--- config.mk ---
export PLATFORM = sky130hd
export DESIGN_NAME = nested_kernel_lock_resched_doorbell_core
export DESIGN_NICKNAME = d
export VERILOG_FILES = /design/src/design/nklrd_pkg.sv /design/src/design/nklrd_ctrl.sv /design/src/design/nklrd_dp.sv /design/src/design/nested_kernel_lock_resched_doorbell_core.sv
export SDC_FILE = /design/constraint.sdc
export NUM_CORES = 1
export LEC_CHECK = 0
export ABC_CLOCK_PERIOD_IN_PS = 4600
export BUFFER_PORTS_ARGS = -buffer_cell sky130_fd_sc_hd__buf_2
export CAP_MARGIN = 25
export CORE_MARGIN = 1
export CORE_UTILIZATION = 48
export CTS_CLUSTER_DIAMETER = 100
export DETAILED_ROUTE_END_ITERATION = 12
export HOLD_SLACK_MARGIN = 0.03
export SYNTH_ARGS = -nofsm -noshare
export SYNTH_HDL_FRONTEND = slang
export SYNTH_SLANG_ARGS = --single-unit
--- constraint.sdc ---
create_clock -name clk -period 4.6 [get_ports clk]
set_input_delay 0.92 -clock clk [delete_from_list [all_inputs] [get_ports clk]]
set_output_delay 0.92 -clock clk [all_outputs]
set_load 0.005 [all_outputs]
--- src/design/nklrd_pkg.sv ---
`timescale 1ns / 1ps

package nklrd_pkg;

  localparam int CORES_DEF      = 4;
  localparam int SEQ_BITS_DEF   = 32;
  localparam int DEPTH_BITS_DEF = 8;

  localparam int IN_DATA_W  = 16;
  localparam int IN_USER_W  = 4;
  localparam int OUT_DATA_W = 16;

  typedef enum logic [3:0] {
    OP_ENTER         = 4'd0,
    OP_LEAVE         = 4'd1,
    OP_DETACH        = 4'd2,
    OP_ATTACH        = 4'd3,
    OP_DROP          = 4'd4,
    OP_SWITCH_UNLOCK = 4'd5,
    OP_ASK           = 4'd6,
    OP_SELF          = 4'd7,
    OP_OWE           = 4'd8,
    OP_OWED          = 4'd9,
    OP_TAKE          = 4'd10,
    OP_HELD          = 4'd11
  } op_t;

  typedef enum logic [0:0] {
    ST_IDLE = 1'b0,
    ST_EXEC = 1'b1
  } state_t;

  typedef struct packed {
    logic load_req;
    logic exec;
  } ctrl_cmd_t;

  typedef struct packed {
    logic out_blocked;
  } dp_stat_t;

endpackage

--- src/design/nklrd_ctrl.sv ---
`timescale 1ns / 1ps

module nklrd_ctrl (
  input  logic                  clk,
  input  logic                  rst_n,
  input  logic                  in_tvalid,
  output logic                  in_tready,
  input  nklrd_pkg::dp_stat_t   stat,
  output nklrd_pkg::ctrl_cmd_t  cmd
);

  nklrd_pkg::state_t state_r, state_nxt;

  always_ff @(posedge clk) begin
    if (!rst_n) begin
      state_r <= nklrd_pkg::ST_IDLE;
    end else begin
      state_r <= state_nxt;
    end
  end

  always_comb begin
    state_nxt = state_r;
    unique case (state_r)
      nklrd_pkg::ST_IDLE: begin
        if (in_tvalid) state_nxt = nklrd_pkg::ST_EXEC;
      end
      nklrd_pkg::ST_EXEC: begin
        if (!stat.out_blocked) state_nxt = nklrd_pkg::ST_IDLE;
      end
      default: state_nxt = nklrd_pkg::ST_IDLE;
    endcase
  end

  always_comb begin
    cmd.load_req = 1'b0;
    cmd.exec     = 1'b0;
    in_tready    = 1'b0;
    unique case (state_r)
      nklrd_pkg::ST_IDLE: begin
        in_tready    = 1'b1;
        cmd.load_req = in_tvalid;
      end
      nklrd_pkg::ST_EXEC: begin
        // wait here while the previous result is still unclaimed
        cmd.exec = !stat.out_blocked;
      end
      default: ;
    endcase
  end

endmodule

--- src/design/nklrd_dp.sv ---
`timescale 1ns / 1ps

module nklrd_dp #(
  parameter int CORES      = nklrd_pkg::CORES_DEF,
  parameter int SEQ_BITS   = nklrd_pkg::SEQ_BITS_DEF,
  parameter int DEPTH_BITS = nklrd_pkg::DEPTH_BITS_DEF
) (
  input  logic                                clk,
  input  logic                                rst_n,
  input  logic [nklrd_pkg::IN_DATA_W-1:0]     in_tdata,
  input  logic [nklrd_pkg::IN_USER_W-1:0]     in_tuser,
  input  nklrd_pkg::ctrl_cmd_t                cmd,
  output nklrd_pkg::dp_stat_t                 stat,
  output logic                                out_tvalid,
  input  logic                                out_tready,
  output logic [nklrd_pkg::OUT_DATA_W-1:0]    out_tdata
);

  localparam int CIDX_W = (CORES > 1) ? $clog2(CORES) : 1;

  // request latch
  logic [1:0] req_core_r;
  logic [3:0] req_mask_r;
  logic [7:0] req_dval_r;
  logic [3:0] req_op_r;

  always_ff @(posedge clk) begin
    if (cmd.load_req) begin
      req_core_r <= in_tdata[1:0];
      req_mask_r <= in_tdata[5:2];
      req_dval_r <= in_tdata[13:6];
      req_op_r   <= in_tuser[3:0];
    end
  end

  // per-core state; the reschedule matrix keeps asked minus taken per pair,
  // which is all that the pending test depends on
  logic [DEPTH_BITS-1:0] depth_r [CORES];
  logic                  owed_r  [CORES];
  logic [SEQ_BITS-1:0]   diff_r  [CORES][CORES];

  logic                  in_range;
  logic [CIDX_W-1:0]     me;
  logic [CORES-1:0]      pend;
  logic [CORES-1:0]      own_vec;
  logic [CORES-1:0]      mask_vec;
  logic [7:0]            mask8;
  logic [3:0]            lim4;
  logic [3:0]            own4;
  logic [DEPTH_BITS-1:0] cur_depth;
  logic                  cur_owed;
  logic                  pend_me;

  assign in_range  = int'(req_core_r) < CORES;
  assign me        = CIDX_W'(req_core_r);
  assign mask8     = 8'(req_mask_r);
  assign own4      = 4'(1) << req_core_r;
  assign cur_depth = depth_r[me];
  assign cur_owed  = owed_r[me];
  assign pend_me   = pend[me];

  always_comb begin
    for (int t = 0; t < CORES; t++) begin
      pend[t] = 1'b0;
      for (int f = 0; f < CORES; f++) begin
        pend[t] = pend[t] | (diff_r[f][t] != '0);
      end
      own_vec[t]  = (CIDX_W'(t) == me);
      mask_vec[t] = mask8[t];
    end
    for (int i = 0; i < 4; i++) begin
      lim4[i] = (i < CORES);
    end
  end

  // operation decode
  logic [DEPTH_BITS-1:0] nd;
  logic                  no;
  logic                  wr_st;
  logic                  acq, rel, flg, err, use_cur;
  logic [3:0]            ipi;
  logic [CORES-1:0]      owe_vec;
  logic                  take;
  logic                  op_ok;

  always_comb begin
    nd      = cur_depth;
    no      = cur_owed;
    wr_st   = 1'b0;
    acq     = 1'b0;
    rel     = 1'b0;
    flg     = 1'b0;
    err     = 1'b0;
    use_cur = 1'b0;
    ipi     = '0;
    owe_vec = '0;
    take    = 1'b0;
    op_ok   = 1'b1;
    unique case (nklrd_pkg::op_t'(req_op_r))
      nklrd_pkg::OP_ENTER: begin
        if (cur_depth == '1) begin
          err = 1'b1;
        end else begin
          acq   = (cur_depth == '0) && !cur_owed;
          nd    = cur_depth + 1'b1;
          wr_st = 1'b1;
        end
      end
      nklrd_pkg::OP_LEAVE: begin
        if (cur_depth == '0) begin
          err = 1'b1;
        end else begin
          nd    = cur_depth - 1'b1;
          wr_st = 1'b1;
          if (nd == '0 && !cur_owed) begin
            rel = 1'b1;
            if (pend_me) ipi = own4;
          end
        end
      end
      nklrd_pkg::OP_DETACH: begin
        use_cur = 1'b1;
        nd      = '0;
        no      = 1'b1;
        wr_st   = 1'b1;
      end
      nklrd_pkg::OP_ATTACH: begin
        acq   = !cur_owed;
        nd    = DEPTH_BITS'(req_dval_r);
        wr_st = 1'b1;
      end
      nklrd_pkg::OP_DROP, nklrd_pkg::OP_SWITCH_UNLOCK: begin
        nd    = '0;
        no    = 1'b0;
        wr_st = 1'b1;
        rel   = 1'b1;
        if (nklrd_pkg::op_t'(req_op_r) == nklrd_pkg::OP_SWITCH_UNLOCK && pend_me) ipi = own4;
      end
      nklrd_pkg::OP_ASK: begin
        owe_vec = mask_vec & ~own_vec;
        ipi     = req_mask_r & lim4 & ~own4;
      end
      nklrd_pkg::OP_SELF: owe_vec = own_vec;
      nklrd_pkg::OP_OWE:  owe_vec = mask_vec;
      nklrd_pkg::OP_OWED: flg = pend_me;
      nklrd_pkg::OP_TAKE: begin
        take = 1'b1;
        flg  = pend_me;
      end
      nklrd_pkg::OP_HELD: flg = (cur_depth != '0) || cur_owed;
      // spare opcodes: no state change, all-zero result
      default: op_ok = 1'b0;
    endcase
  end

  logic upd;
  assign upd = cmd.exec && in_range;

  always_ff @(posedge clk) begin
    if (!rst_n) begin
      for (int i = 0; i < CORES; i++) begin
        depth_r[i] <= '0;
        owed_r[i]  <= 1'b0;
        for (int j = 0; j < CORES; j++) begin
          diff_r[i][j] <= '0;
        end
      end
    end else if (upd) begin
      if (wr_st) begin
        depth_r[me] <= nd;
        owed_r[me]  <= no;
      end
      for (int f = 0; f < CORES; f++) begin
        for (int t = 0; t < CORES; t++) begin
          if (take && own_vec[t]) begin
            diff_r[f][t] <= '0;
          end else if (own_vec[f] && owe_vec[t]) begin
            diff_r[f][t] <= diff_r[f][t] + 1'b1;
          end
        end
      end
    end
  end

  // output register
  logic                                 out_valid_r;
  logic [nklrd_pkg::OUT_DATA_W-1:0]     out_data_r;
  logic [7:0]                           dout;

  assign dout = use_cur ? 8'(cur_depth) : 8'(nd);

  always_ff @(posedge clk) begin
    if (!rst_n) begin
      out_valid_r <= 1'b0;
    end else if (cmd.exec) begin
      out_valid_r <= 1'b1;
    end else if (out_tready) begin
      out_valid_r <= 1'b0;
    end
  end

  always_ff @(posedge clk) begin
    if (cmd.exec) begin
      if (in_range && op_ok) begin
        out_data_r <= {err, flg, dout, ipi, rel, acq};
      end else begin
        out_data_r <= '0;
      end
    end
  end

  assign out_tvalid       = out_valid_r;
  assign out_tdata        = out_data_r;
  assign stat.out_blocked = out_valid_r && !out_tready;

endmodule

--- src/design/nested_kernel_lock_resched_doorbell_core.sv ---
`timescale 1ns / 1ps

// Per-core kernel lock bookkeeping with reschedule doorbells. Each request
// (core, operation, target mask, attach depth) yields one result carrying the
// acquire/release command for the external ticket lock, an IPI raise mask,
// a depth and status/error bits. Each request is first latched from the
// transfer; then the controller has the datapath evaluate it against
// the per-core depth/owed registers and the reschedule counter matrix, commit
// the update and load the output register. The input side is ready again as
// soon as the result is loaded; if the output register is still held by the
// sink, evaluation of the next request waits until it drains. Enter at the
// maximum depth or leave at zero depth reports error and leaves state as is.
module nested_kernel_lock_resched_doorbell_core #(
  parameter int CORES      = nklrd_pkg::CORES_DEF,
  parameter int SEQ_BITS   = nklrd_pkg::SEQ_BITS_DEF,
  parameter int DEPTH_BITS = nklrd_pkg::DEPTH_BITS_DEF
) (
  input  logic                              clk,
  input  logic                              rst_n,
  input  logic                              in_tvalid,
  output logic                              in_tready,
  // core[1:0], core_mask[5:2], depth_value[13:6], zero[15:14]
  input  logic [nklrd_pkg::IN_DATA_W-1:0]   in_tdata,
  // op[3:0]
  input  logic [nklrd_pkg::IN_USER_W-1:0]   in_tuser,
  output logic                              out_tvalid,
  input  logic                              out_tready,
  // acquire_lock[0], release_lock[1], ipi_mask[5:2], depth_out[13:6],
  // flag[14], error[15]
  output logic [nklrd_pkg::OUT_DATA_W-1:0]  out_tdata
);

  nklrd_pkg::ctrl_cmd_t cmd;
  nklrd_pkg::dp_stat_t  stat;

  nklrd_ctrl u_ctrl (
    .clk       (clk),
    .rst_n     (rst_n),
    .in_tvalid (in_tvalid),
    .in_tready (in_tready),
    .stat      (stat),
    .cmd       (cmd)
  );

  nklrd_dp #(
    .CORES      (CORES),
    .SEQ_BITS   (SEQ_BITS),
    .DEPTH_BITS (DEPTH_BITS)
  ) u_dp (
    .clk        (clk),
    .rst_n      (rst_n),
    .in_tdata   (in_tdata),
    .in_tuser   (in_tuser),
    .cmd        (cmd),
    .stat       (stat),
    .out_tvalid (out_tvalid),
    .out_tready (out_tready),
    .out_tdata  (out_tdata)
  );

  // one request in flight: after a transfer the input side closes
  a_one_in_flight: assert property (@(posedge clk) disable iff (!rst_n)
    (in_tvalid && in_tready) |=> !in_tready)
    else $error("input accepted while a request is being evaluated");

  a_err_quiet: assert property (@(posedge clk) disable iff (!rst_n)
    (out_tvalid && out_tdata[15]) |-> (out_tdata[5:0] == 6'd0 && !out_tdata[14]))
    else $error("error result carries lock, ipi or flag bits");

  a_acq_rel_excl: assert property (@(posedge clk) disable iff (!rst_n)
    out_tvalid |-> !(out_tdata[0] && out_tdata[1]))
    else $error("acquire and release in one result");

endmodule

==> reports/qor.txt, run 1 <==
result of the run: completed
drt initial violations: 1,803
Core ar.: 0.0646 mm2
cell with the largest stage delay on the worst path: sky130_fd_sc_hd__mux4_1
die boundary width: 258 um
vias in the first global route: 22,400
post-synthesis cell count: 3,046
area enclosed by the die boundary: 0.0666 mm2
Fillers: 5,705
initial antenna violation count: 2
sequential-to-total area share from yosys stat: 0.547
number of setup buffers added after CTS: 0
clock tree root driver cell: sky130_fd_sc_hd__clkbuf_16
element type at the critical path end: flop
CTS tree: yes
fraction of post-synthesis cell area in the top cell type by area: 0.522
Setup Skew: 0.0243 ns
ratio of total power to cell area: 354 mW/mm2
RSZ-0062 raised after global routing: false
number of distinct library cells after synthesis: 74
worst slew slack as a fraction of its limit: 0.297
CP max FO: 12
CTS sink count: 586
post-detailed-route DRC marker count: 0
maximum number of pins on one net before global-route repair: 34
buffer depth of the longest clock path: 3
final critical path time including I/O delays and setup: 3.89 ns
Critical Path RT: 4.85 ns
Worst Path Arrival: 4.14 ns
Core Rows: 93
detailed-routing iteration count for the pre-antenna-repair pass: 7
synthesized cell area: 0.0315 mm2
setup TNS: 0 ns
number of gates given a new drive strength after cts: 0
share of the clock period used by the worst path: 0.846
critical path's top delay family: simple AND/OR/NAND/NOR gates
number of synthesized flops with an enable pin: 547
Crit path buffers/inverters: 0
register clock-pin slew on the reported worst setup and hold paths: 0.06 ns
longest individual stage delay on the worst path: 0.87 ns
Layout area overhead: 10.9%
routed length per placed instance: 17.1 um
total global-route track usage: 0.208
cell type with the largest total area after synthesis: sky130_fd_sc_hd__edfxtp_1
die height: 258 um
footprint of the multi-input gates: 0.0135 mm2
number of hold buffers added after CTS: 0
post-route ant nets: 0
sequential standard cell area: 0.0172 mm2
syn nets: 3,106
total CTS buffers: 69
overall via count from detail_route: 22,600
leakage power total: 0.0112 uW
Main synth FF type: sky130_fd_sc_hd__edfxtp_1
final setup fails: 0
startpoint-to-endpoint class of the critical path: flop to flop
list of cells traversed by the critical path: mux4_1 -> nor3_4 -> a31oi_1 -> or4b_4 -> nand3_1 -> nand2_1
final slew viol count: 0
H-Tree Depth: 3
Max Clk Rate: 257 MHz
later-pin clock latency in the skew report: 0.61 ns
final wirelength: 68,500 um
launching element type of the critical path: flop
Port Buffers: 39
Overflow after GRT: 0
top cells by area in the synthesized netlist: sky130_fd_sc_hd__edfxtp_1 52%, sky130_fd_sc_hd__nor2_1 7.6%, sky130_fd_sc_hd__xor2_1 7.3%
class of the worst hold path: flop to flop
Top-Level Pins: 42
Slew @ Worst Pin: 1.05 ns
final hold violations: 0
post-DR vias/cell: 5.64
Initial Utilization: 0.487
global-route wire length before repair: 114,000 um
final RePlAce weighted congestion: 0.866
max-capacitance violation count: 0
share of layout cells above drive strength 1: 0.0697
Pwr Total: 12,300 uW
Avg Synthesized Cell Area: 10.3 um2
Synth Register Bits: 586
fraction of synthesis flops using an asynchronous set or reset pin: 0
Synthesis Warnings: 0
DP Wirelength: 46,100 um
Layout Nets: 3,164
VDD IR max: 0.277 mV
cell usage in the layout, fill, tap and decap left out, drive strengths merged, types with 6 or more instances in the layout:
| master | Yosys | final |
|---|---|---|
| and4 | 29 | 29 |
| xnor2 | 182 | 182 |
| mux2 | 6 | 6 |
| nand4 | 137 | 137 |
| nor4 | 134 | 134 |
| o21ai | 47 | 47 |
| nor3b | 7 | 7 |
| inv | 82 | 85 |
| a31oi | 8 | 8 |
| and2 | 20 | 20 |
| mux4 | 9 | 9 |
| edfxtp | 547 | 547 |
| a21oi | 63 | 63 |
| bufinv | 0 | 6 |
| nand3 | 205 | 205 |
| buf | 14 | 76 |
| or3 | 30 | 30 |
| xor2 | 263 | 263 |
| clkinv | 1 | 22 |
| nand3b | 6 | 6 |
| clkbuf | 75 | 91 |
| dfxtp | 39 | 39 |
| nand2 | 224 | 224 |
| nor2b | 15 | 15 |
| nand2b | 10 | 10 |
| a211oi | 8 | 8 |
| nor2 | 636 | 636 |
| or2 | 9 | 9 |
| nor4b | 13 | 13 |
| nor3 | 62 | 62 |
| and3 | 79 | 79 |
| or4 | 6 | 6 |
| ha | 36 | 36 |
flip-flops by register name (all words and copies together) (netlist names), named ones only:
signal,count
u_dp.diff_r,512
u_dp.depth_r,32
u_dp.out_tdata,16
u_dp.req_dval_r,8
u_dp.mask_vec,4
u_dp.owed_r,4
u_dp.req_op_r,4
u_dp.me,2
u_ctrl.state_r,1
u_dp.out_tvalid,1
cell families (layout without fill, tap and decap cells):
family / after synthesis / count (layout) / synth area share
muxes: 18 / 18 / 0.00978
adders and majority gates: 36 / 36 / 0.0143
DFF: 586 / 586 / 0.547
and+or+nand+nor: 1632 / 1632 / 0.253
AOI/OAI and AO/OA: 157 / 157 / 0.0297
xor gates and xnor gates: 445 / 445 / 0.124
other: 0 / 2 / 0
buffers and inverters: 172 / 281 / 0.0227
tightest hold or removal path, cell delays in order (launching register included):
cell,delay [ns]
sky130_fd_sc_hd__dfxtp_1,0.31
sky130_fd_sc_hd__nand2_1,0.05
sky130_fd_sc_hd__mux2i_1,0.06
cells in the mapped netlist (3+ instances only):
cell / number
sky130_fd_sc_hd__nand3_1: 203
sky130_fd_sc_hd__clkbuf_1: 70
sky130_fd_sc_hd__edfxtp_1: 547
sky130_fd_sc_hd__xor2_1: 263
sky130_fd_sc_hd__nor2_1: 636
sky130_fd_sc_hd__o311ai_0: 3
sky130_fd_sc_hd__o21a_1: 3
sky130_fd_sc_hd__nor3_1: 59
sky130_fd_sc_hd__xnor2_1: 182
sky130_fd_sc_hd__mux4_2: 7
sky130_fd_sc_hd__a211oi_1: 8
sky130_fd_sc_hd__nor2b_1: 15
sky130_fd_sc_hd__and3_2: 3
sky130_fd_sc_hd__and2_1: 16
sky130_fd_sc_hd__a31oi_1: 8
sky130_fd_sc_hd__or2_2: 9
sky130_fd_sc_hd__ha_1: 36
sky130_fd_sc_hd__buf_1: 6
sky130_fd_sc_hd__nor3b_1: 7
sky130_fd_sc_hd__a21oi_1: 63
sky130_fd_sc_hd__nand2b_1: 10
sky130_fd_sc_hd__nor4b_1: 13
sky130_fd_sc_hd__o211ai_1: 3
sky130_fd_sc_hd__nand3b_1: 6
sky130_fd_sc_hd__buf_4: 4
sky130_fd_sc_hd__mux2_2: 6
sky130_fd_sc_hd__or3_1: 30
sky130_fd_sc_hd__and4_1: 29
sky130_fd_sc_hd__a22oi_1: 3
sky130_fd_sc_hd__o21ai_0: 47
sky130_fd_sc_hd__clkbuf_8: 3
sky130_fd_sc_hd__dfxtp_1: 39
sky130_fd_sc_hd__nor4_1: 134
sky130_fd_sc_hd__and3_1: 76
sky130_fd_sc_hd__nand4_1: 137
sky130_fd_sc_hd__inv_1: 82
sky130_fd_sc_hd__nand2_1: 223
sky130_fd_sc_hd__mux2i_1: 3
sky130_fd_sc_hd__or4_1: 6
final timing paths:
kind,from,to,slack (ns),cells past startpoint
setup / recovery,flop,u_dp.depth_r[1][2],0.71,6
hold / removal,u_dp.owed_r[0],u_dp.owed_r[0],0.46,2
setup reg to reg,flop,u_dp.depth_r[1][2],0.71,6
hold reg to reg,u_dp.owed_r[0],u_dp.owed_r[0],0.46,2
final cells by class:
type / instances / share of cell area
inverters: 83 / 0.00893
well taps: 855 / 0.0307
flip-flops and latches: 586 / 0.493
clock buffers: 91 / 0.0557
diodes: 2 / 0.000143
multi-input cells: 2288 / 0.388
clock inverters: 31 / 0.00922
repair buffers: 76 / 0.0136
layer usage:
layer / up-vias / global-route usage / part of all wire
met2: 405 / 0.343 / 0.48
met4: 0 / 0.0559 / 0.019
met1: 11000 / 0.286 / 0.46
li1: 11100 / - / -
met5: - / 0 / 0
met3: 91 / 0.0311 / 0.041
power breakdown:
| group | internal, uW | switching, uW | total (uW) |
|---|---|---|---|
| logic | 212 | 358 | 570 |
| registers | 6020 | 230 | 6250 |
| clock network | 3310 | 2210 | 5510 |
| total | 9540 | 2790 | 12300 |
per-stage QoR:
step	setup WS [ns]	utilization	cell area, um2	cells	hold WS [ns]
2_1_floorplan	0.674	-	31500	3046	0.434
3_3_place_gp	0.768	0.505	32600	3888	0.444
3_5_place_dp	0.693	0.505	32600	3888	0.456
4_1_cts	0.665	0.540	34900	4010	0.454
5_1_grt	0.451	0.540	34900	4011	0.460
6_report	0.706	0.540	34900	4012	0.462
Power figures use the tool's default switching activity.
==> run 2: changes to the inputs <==
--- a/config.mk
+++ b/config.mk
@@ -5,7 +5,7 @@
 export SDC_FILE = /design/constraint.sdc
 export NUM_CORES = 1
 export LEC_CHECK = 0
-export ABC_CLOCK_PERIOD_IN_PS = 4600
+export ABC_CLOCK_PERIOD_IN_PS = 3400
 export BUFFER_PORTS_ARGS = -buffer_cell sky130_fd_sc_hd__buf_2
 export CAP_MARGIN = 25
 export CORE_MARGIN = 1
@@ -13,6 +13,7 @@
 export CTS_CLUSTER_DIAMETER = 100
 export DETAILED_ROUTE_END_ITERATION = 12
 export HOLD_SLACK_MARGIN = 0.03
+export PLACE_DENSITY = 0.66
 export SYNTH_ARGS = -nofsm -noshare
 export SYNTH_HDL_FRONTEND = slang
 export SYNTH_SLANG_ARGS = --single-unit
==> constraint.sdc (replaced) <==
create_clock -name clk -period 3.4 [get_ports clk]
set_input_delay 0.68 -clock clk [delete_from_list [all_inputs] [get_ports clk]]
set_output_delay 0.68 -clock clk [all_outputs]
set_load 0.005 [all_outputs]
==> run 2 against run 1 <==
  * Sequential power up 35%
  * Largest cell class unchanged
  * Worst setup slack worse by 0.55 ns
  * Clock power up 32%
  * Sequential cell count did not move
  * Clock-buffer cell count shrank 2
  * Die area is the same
  * Non-clock buffer count increased by 38
  * Maximum frequency grew 20%
  * Via count rose by 0.99%
  * Routed wire length down 0.26%
  * Cell count grew 0.87%
==> reports/qor.txt, run 2 (same netlist as run 1, synthesis figures left out) <==
result of the run: completed
maximum number of pins on one net before global-route repair: 33
final RePlAce weighted congestion: 0.862
post-detailed-route DRC marker count: 0
clock tree root driver cell: sky130_fd_sc_hd__clkbuf_16
drt initial violations: 1,824
area enclosed by the die boundary: 0.0666 mm2
cell count of the worst hold path: 1
Overflow after GRT: 0
die boundary width: 258 um
routed length per placed instance: 16.9 um
Pwr Total: 16,500 uW
placement-stage worst setup slack: -0.00757 ns
post-route ant nets: 0
DP Wirelength: 46,600 um
buffer depth of the longest clock path: 3
utilization after layout: 0.545
share of the clock period used by the worst path: 0.955
CTS tree: yes
sequential standard cell area: 0.0172 mm2
antenna cell count: 0
number of instances in the placed design: 3,926
Slew @ Worst Pin: 1.08 ns
register ranked first by flip-flop count: u_dp.diff_r
total CTS buffers: 68
Critical Path RT: 3.69 ns
Worst Path Arrival: 3.54 ns
class of the worst hold path: input pin to flop
final critical path time including I/O delays and setup: 3.25 ns
final wirelength: 68,300 um
footprint of the multi-input gates: 0.0136 mm2
element type at the critical path end: flop
post-DR vias/cell: 5.65
detailed-routing iteration count for the pre-antenna-repair pass: 6
final hold violations: 0
final non-filler cell total: 4,047
number of cells on the worst reg-to-reg path: 7
final slew viol count: 0
number of hold buffers added after CTS: 0
vias in the first global route: 22,000
startpoint-to-endpoint class of the critical path: flop to flop
Setup Skew: 0.0230 ns
CP max FO: 9
number of flip-flops in the largest register: 512
Layout Nets: 3,201
global-route wire length before repair: 113,000 um
final setup fails: 0
total global-route track usage: 0.205
launching element type of the critical path: flop
die height: 258 um
Initial Utilization: 0.487
initial antenna violation count: 0
VDD IR max: 0.279 mV
Top-Level Pins: 42
leading cell type in the layout, fill and taps excluded: sky130_fd_sc_hd__nor2_1
H-Tree Depth: 3
max-capacitance violation count: 0
leakage power total: 0.0114 uW
share of layout cells above drive strength 1: 0.0815
register clock-pin slew on the reported worst setup and hold paths: 0.07 ns
Core Rows: 93
Core ar.: 0.0646 mm2
overall via count from detail_route: 22,900
Fillers: 5,514
worst slew slack as a fraction of its limit: 0.279
Worst Setup Slack, final: 0.154 ns
Port Buffers: 39
later-pin clock latency in the skew report: 0.60 ns
commonest non-fill, non-tap cells in the layout: 636 x sky130_fd_sc_hd__nor2_1, 547 x sky130_fd_sc_hd__edfxtp_1, 263 x sky130_fd_sc_hd__xor2_1
CTS sink count: 586
Layout area overhead: 11.8%
Max Clk Rate: 308 MHz
RSZ-0062 raised after global routing: false
ratio of total power to cell area: 470 mW/mm2
## run 2: stage by stage
stage / setup TNS (ns) / hold slack (ns) / area, um2
2_1_floorplan: -27.35 / 0.434 / 31500
3_3_place_gp: 0 / 0.451 / 33000
3_5_place_dp: -0.138 / 0.453 / 33000
4_1_cts: 0 / 0.217 / 35200
5_1_grt: 0 / 0.237 / 35200
6_report: 0 / 0.249 / 35200
## run 2: per-layer routing
layer,GRT usage,routed length [um],up-vias
met4,0.0547,1520,0
met5,0,0,-
met3,0.0355,3090,118
li1,-,-,11200
met1,0.277,31000,11100
met2,0.342,32700,466
## run 2: area by class of cell
class	instances	share of cell area
Clock buffer	89	0.0539
Clock inverter	32	0.00847
Inverter	83	0.00886
Multi-Input combinational cell	2288	0.386
Sequential cell	586	0.489
Tap cell	855	0.0304
Timing Repair Buffer	114	0.0230
## run 2: repair_timing
item,in CTS,in global routing
gates resized for setup,0,1
setup buffers,0,0
endpoints found under the setup margin,0,17
## run 2: critical path, cell delays in order, from the launching register on
cell	delay, ns
sky130_fd_sc_hd__dfxtp_1	0.49
sky130_fd_sc_hd__mux4_2	0.42
sky130_fd_sc_hd__ha_1	0.28
sky130_fd_sc_hd__nand2_1	0.16
sky130_fd_sc_hd__o31ai_2	0.43
sky130_fd_sc_hd__or4b_4	0.55
sky130_fd_sc_hd__and2_4	0.22
sky130_fd_sc_hd__a31o_1	0.38
## run 2: path summary, 6_finish.rpt
path,from,end,slack (ns)
worst max-delay path,flop,u_dp.depth_r[3][6],0.15
worst min register to register,u_dp.owed_r[0],u_dp.owed_r[0],0.46
worst max register to register,flop,u_dp.depth_r[3][6],0.15
worst min-delay path,in_tdata[12],u_dp.req_dval_r[6],0.25
## run 2: power by group
| group | switching [uW] | internal (uW) | total, uW | leakage, uW |
|---|---|---|---|---|
| Combinational | 510 | 322 | 832 | 0.00438 |
| Sequential | 300 | 8140 | 8440 | 0.00594 |
| Clock | 2890 | 4370 | 7260 | 0.00107 |
==> run 3: changes to the inputs <==
--- a/config.mk
+++ b/config.mk
@@ -5,15 +5,15 @@
 export SDC_FILE = /design/constraint.sdc
 export NUM_CORES = 1
 export LEC_CHECK = 0
-export ABC_CLOCK_PERIOD_IN_PS = 3400
+export ABC_CLOCK_PERIOD_IN_PS = 2650
 export BUFFER_PORTS_ARGS = -buffer_cell sky130_fd_sc_hd__buf_2
 export CAP_MARGIN = 25
 export CORE_MARGIN = 1
-export CORE_UTILIZATION = 48
+export CORE_UTILIZATION = 35
 export CTS_CLUSTER_DIAMETER = 100
 export DETAILED_ROUTE_END_ITERATION = 12
 export HOLD_SLACK_MARGIN = 0.03
-export PLACE_DENSITY = 0.66
 export SYNTH_ARGS = -nofsm -noshare
 export SYNTH_HDL_FRONTEND = slang
+export SYNTH_HIERARCHICAL = 1
 export SYNTH_SLANG_ARGS = --single-unit
==> constraint.sdc (replaced) <==
create_clock -name clk -period 2.65 [get_ports clk]
set_input_delay 0.53 -clock clk [delete_from_list [all_inputs] [get_ports clk]]
set_output_delay 0.53 -clock clk [all_outputs]
set_load 0.005 [all_outputs]
==> run 3 against run 2 <==
  * The flow now finishes with violations (negative setup slack)
  * Sequential cell count did not move
  * Routed wire length rose by 7.1%
  * Non-clock buffer count rose by 163
  * Worst setup slack got worse by 0.27 ns
  * Cell count rose by 12%
  * Sequential share of layout area fell by 3.2 points
  * Critical path depth rose by 4
  * Core utilization fell by 12 points
  * Power rose by 31%
  * Critical endpoint is now u_dp/out_tdata[7]
==> reports/qor.txt, run 3 <==
register clock-pin slew on the reported worst setup and hold paths: 0.07 ns
RSZ-0062 raised after global routing: true
top cells by area in the synthesized netlist: sky130_fd_sc_hd__edfxtp_1 52%, sky130_fd_sc_hd__xor2_1 7.9%, sky130_fd_sc_hd__nor2_1 7.0%
post-detailed-route DRC marker count: 0
post-route ant nets: 0
Core ar.: 0.0888 mm2
syn nets: 3,112
final non-filler cell total: 4,530
list of cells traversed by the critical path: mux4_2 -> buf_6 -> inv_4 -> ha_1 -> nor2b_4 -> a31oi_4 -> buf_6 -> or3_1 -> a22o_1 -> buf_4 -> o22ai_4
register ranked first by flip-flop count: u_dp/diff_r
failing checks: negative setup slack
cell type with the largest total area after synthesis: sky130_fd_sc_hd__edfxtp_1
detailed-routing iteration count for the pre-antenna-repair pass: 5
Core Rows: 109
Main synth FF type: sky130_fd_sc_hd__edfxtp_1
share of layout cells above drive strength 1: 0.146
final critical path time including I/O delays and setup: 2.76 ns
drt initial violations: 1,887
Slew @ Worst Pin: 0.591 ns
final setup fails: 44
Layout area overhead: 19.4%
overall via count from detail_route: 23,400
number of cells on the worst reg-to-reg path: 11
longest individual stage delay on the worst path: 0.61 ns
number of synthesized flops with an enable pin: 547
fraction of post-synthesis cell area in the top cell type by area: 0.521
buffer depth of the longest clock path: 3
leading cell type in the layout, fill and taps excluded: sky130_fd_sc_hd__nor2_1
initial antenna violation count: 2
CTS tree: yes
fraction of synthesis flops using an asynchronous set or reset pin: 0
Worst Path Arrival: 3.22 ns
VDD IR max: 0.360 mV
CTS sink count: 586
Worst Setup Slack, final: -0.114 ns
Critical Path RT: 3.10 ns
element type at the critical path end: flop
number of instances in the placed design: 4,384
routed length per placed instance: 16.1 um
post-DR vias/cell: 5.16
Synthesis Warnings: 6
maximum number of pins on one net before global-route repair: 34
total CTS buffers: 69
final hold violations: 0
critical path's top delay family: multiplexers
final wirelength: 73,100 um
Avg Synthesized Cell Area: 10.3 um2
post-synthesis cell count: 3,052
number of hold buffers added after CTS: 0
die boundary width: 302 um
synthesized cell area: 0.0316 mm2
most used standard cells in the synthesized netlist: 588 x sky130_fd_sc_hd__nor2_1, 547 x sky130_fd_sc_hd__edfxtp_1, 285 x sky130_fd_sc_hd__xor2_1, 246 x sky130_fd_sc_hd__nand2_1, 193 x sky130_fd_sc_hd__nand3_1
Initial Utilization: 0.355
Port Buffers: 39
startpoint-to-endpoint class of the critical path: flop to flop
Setup Skew: 0.0264 ns
result of the run: finished, violations left
later-pin clock latency in the skew report: 0.61 ns
launching element type of the critical path: flop
cell area after placement: 0.0350 mm2
total global-route track usage: 0.160
CP max FO: 7
cell with the largest stage delay on the worst path: sky130_fd_sc_hd__mux4_2
Crit path buffers/inverters: 4
most common cell in the netlist: sky130_fd_sc_hd__nor2_1
Synth Register Bits: 586
vias in the first global route: 22,300
die height: 302 um
max-capacitance violation count: 0
global-route wire length before repair: 119,000 um
Top-Level Pins: 42
commonest non-fill, non-tap cells in the layout: 580 x sky130_fd_sc_hd__nor2_1, 547 x sky130_fd_sc_hd__edfxtp_1, 285 x sky130_fd_sc_hd__xor2_1
critical path's most frequent cell: sky130_fd_sc_hd__buf_6
leakage power total: 0.0127 uW
number of flip-flops in the largest register: 512
clock tree root driver cell: sky130_fd_sc_hd__clkbuf_16
share of the clock period used by the worst path: 1.04
class of the worst hold path: input pin to flop
H-Tree Depth: 3
worst slew slack as a fraction of its limit: 0.606
final RePlAce weighted congestion: 0.847
cell count of the worst hold path: 1
area enclosed by the die boundary: 0.0914 mm2
DP Wirelength: 51,100 um
number of distinct library cells after synthesis: 71
Overflow after GRT: 0
Layout Nets: 3,369
final slew viol count: 0
ratio of total power to cell area: 573 mW/mm2
post-route cell area: 0.0377 mm2
antenna cell count: 0
Max Clk Rate: 362 MHz
sequential-to-total area share from yosys stat: 0.545
Stages on worst setup path: 11
==> run 3: per-layer routing <==
layer | track usage | vias to the layer above | share of wire
li1 | - | 11600 | -
met1 | 0.240 | 11300 | 0.50
met2 | 0.243 | 409 | 0.44
met3 | 0.0213 | 83 | 0.042
met4 | 0.0406 | 0 | 0.018
met5 | 0 | - | 0
==> run 3: worst paths after layout <==
check / startpoint / endpoint / slack (ns)
setup / recovery: flop / u_dp/out_tdata[7] / -0.11
hold / removal: in_tuser[3] / u_dp/req_op_r[3] / 0.1
setup reg to reg: flop / u_dp/out_tdata[7] / -0.11
hold reg to reg: u_dp/owed_r[2] / u_dp/owed_r[2] / 0.46
==> run 3: timing repair <==
item / 4_1_cts / 5_1_grt
gates cloned: 2 / 1
endpoints found under the setup margin: 80 / 142
pin swaps: 20 / 23
setup buffers: 11 / 6
resized for setup: 47 / 50
==> run 3: cell families (layout without fill, tap and decap cells) <==
kind of cell               Yosys count  count (layout)  share of synthesized area
and+or+nand+nor                   1602            1602                      0.248
DFF                                586             586                      0.545
xor gates and xnor gates           428             428                      0.119
AOI/OAI and AO/OA                  214             214                     0.0409
buffers and inverters              161             474                     0.0201
adders and majority gates           36              36                     0.0143
muxes                               25              25                     0.0123
==> run 3: where the power goes <==
part	total [uW]	internal (uW)	switching (uW)
Combinational	1500	686	814
Clock	9300	5370	3930
Sequential	10800	10400	362
==> run 3: per-stage QoR <==
step	total power (uW)	util	TNS [ns]	hold slack, ns	setup slack, ns
floorplan	11700	-	-3.58	0.435	-0.154
global placement	12300	0.394	-8.34	0.450	-0.233
detailed placement	12300	0.394	-9.51	0.462	-0.244
CTS	21800	0.422	-2.06	0.0677	-0.124
global route	22400	0.424	-6.87	0.0845	-0.221
finish	21600	0.424	-1.62	0.0978	-0.114
==> run 3: final cells by class <==
type                    instances  area (um2)
well taps                    1165        1460
flip-flops and latches        586       17200
repair buffers                277        2300
clock inverters                43         378
fillers                      8440       51100
inverters                      70         269
multi-input cells            2305       14200
clock buffers                  84        1830
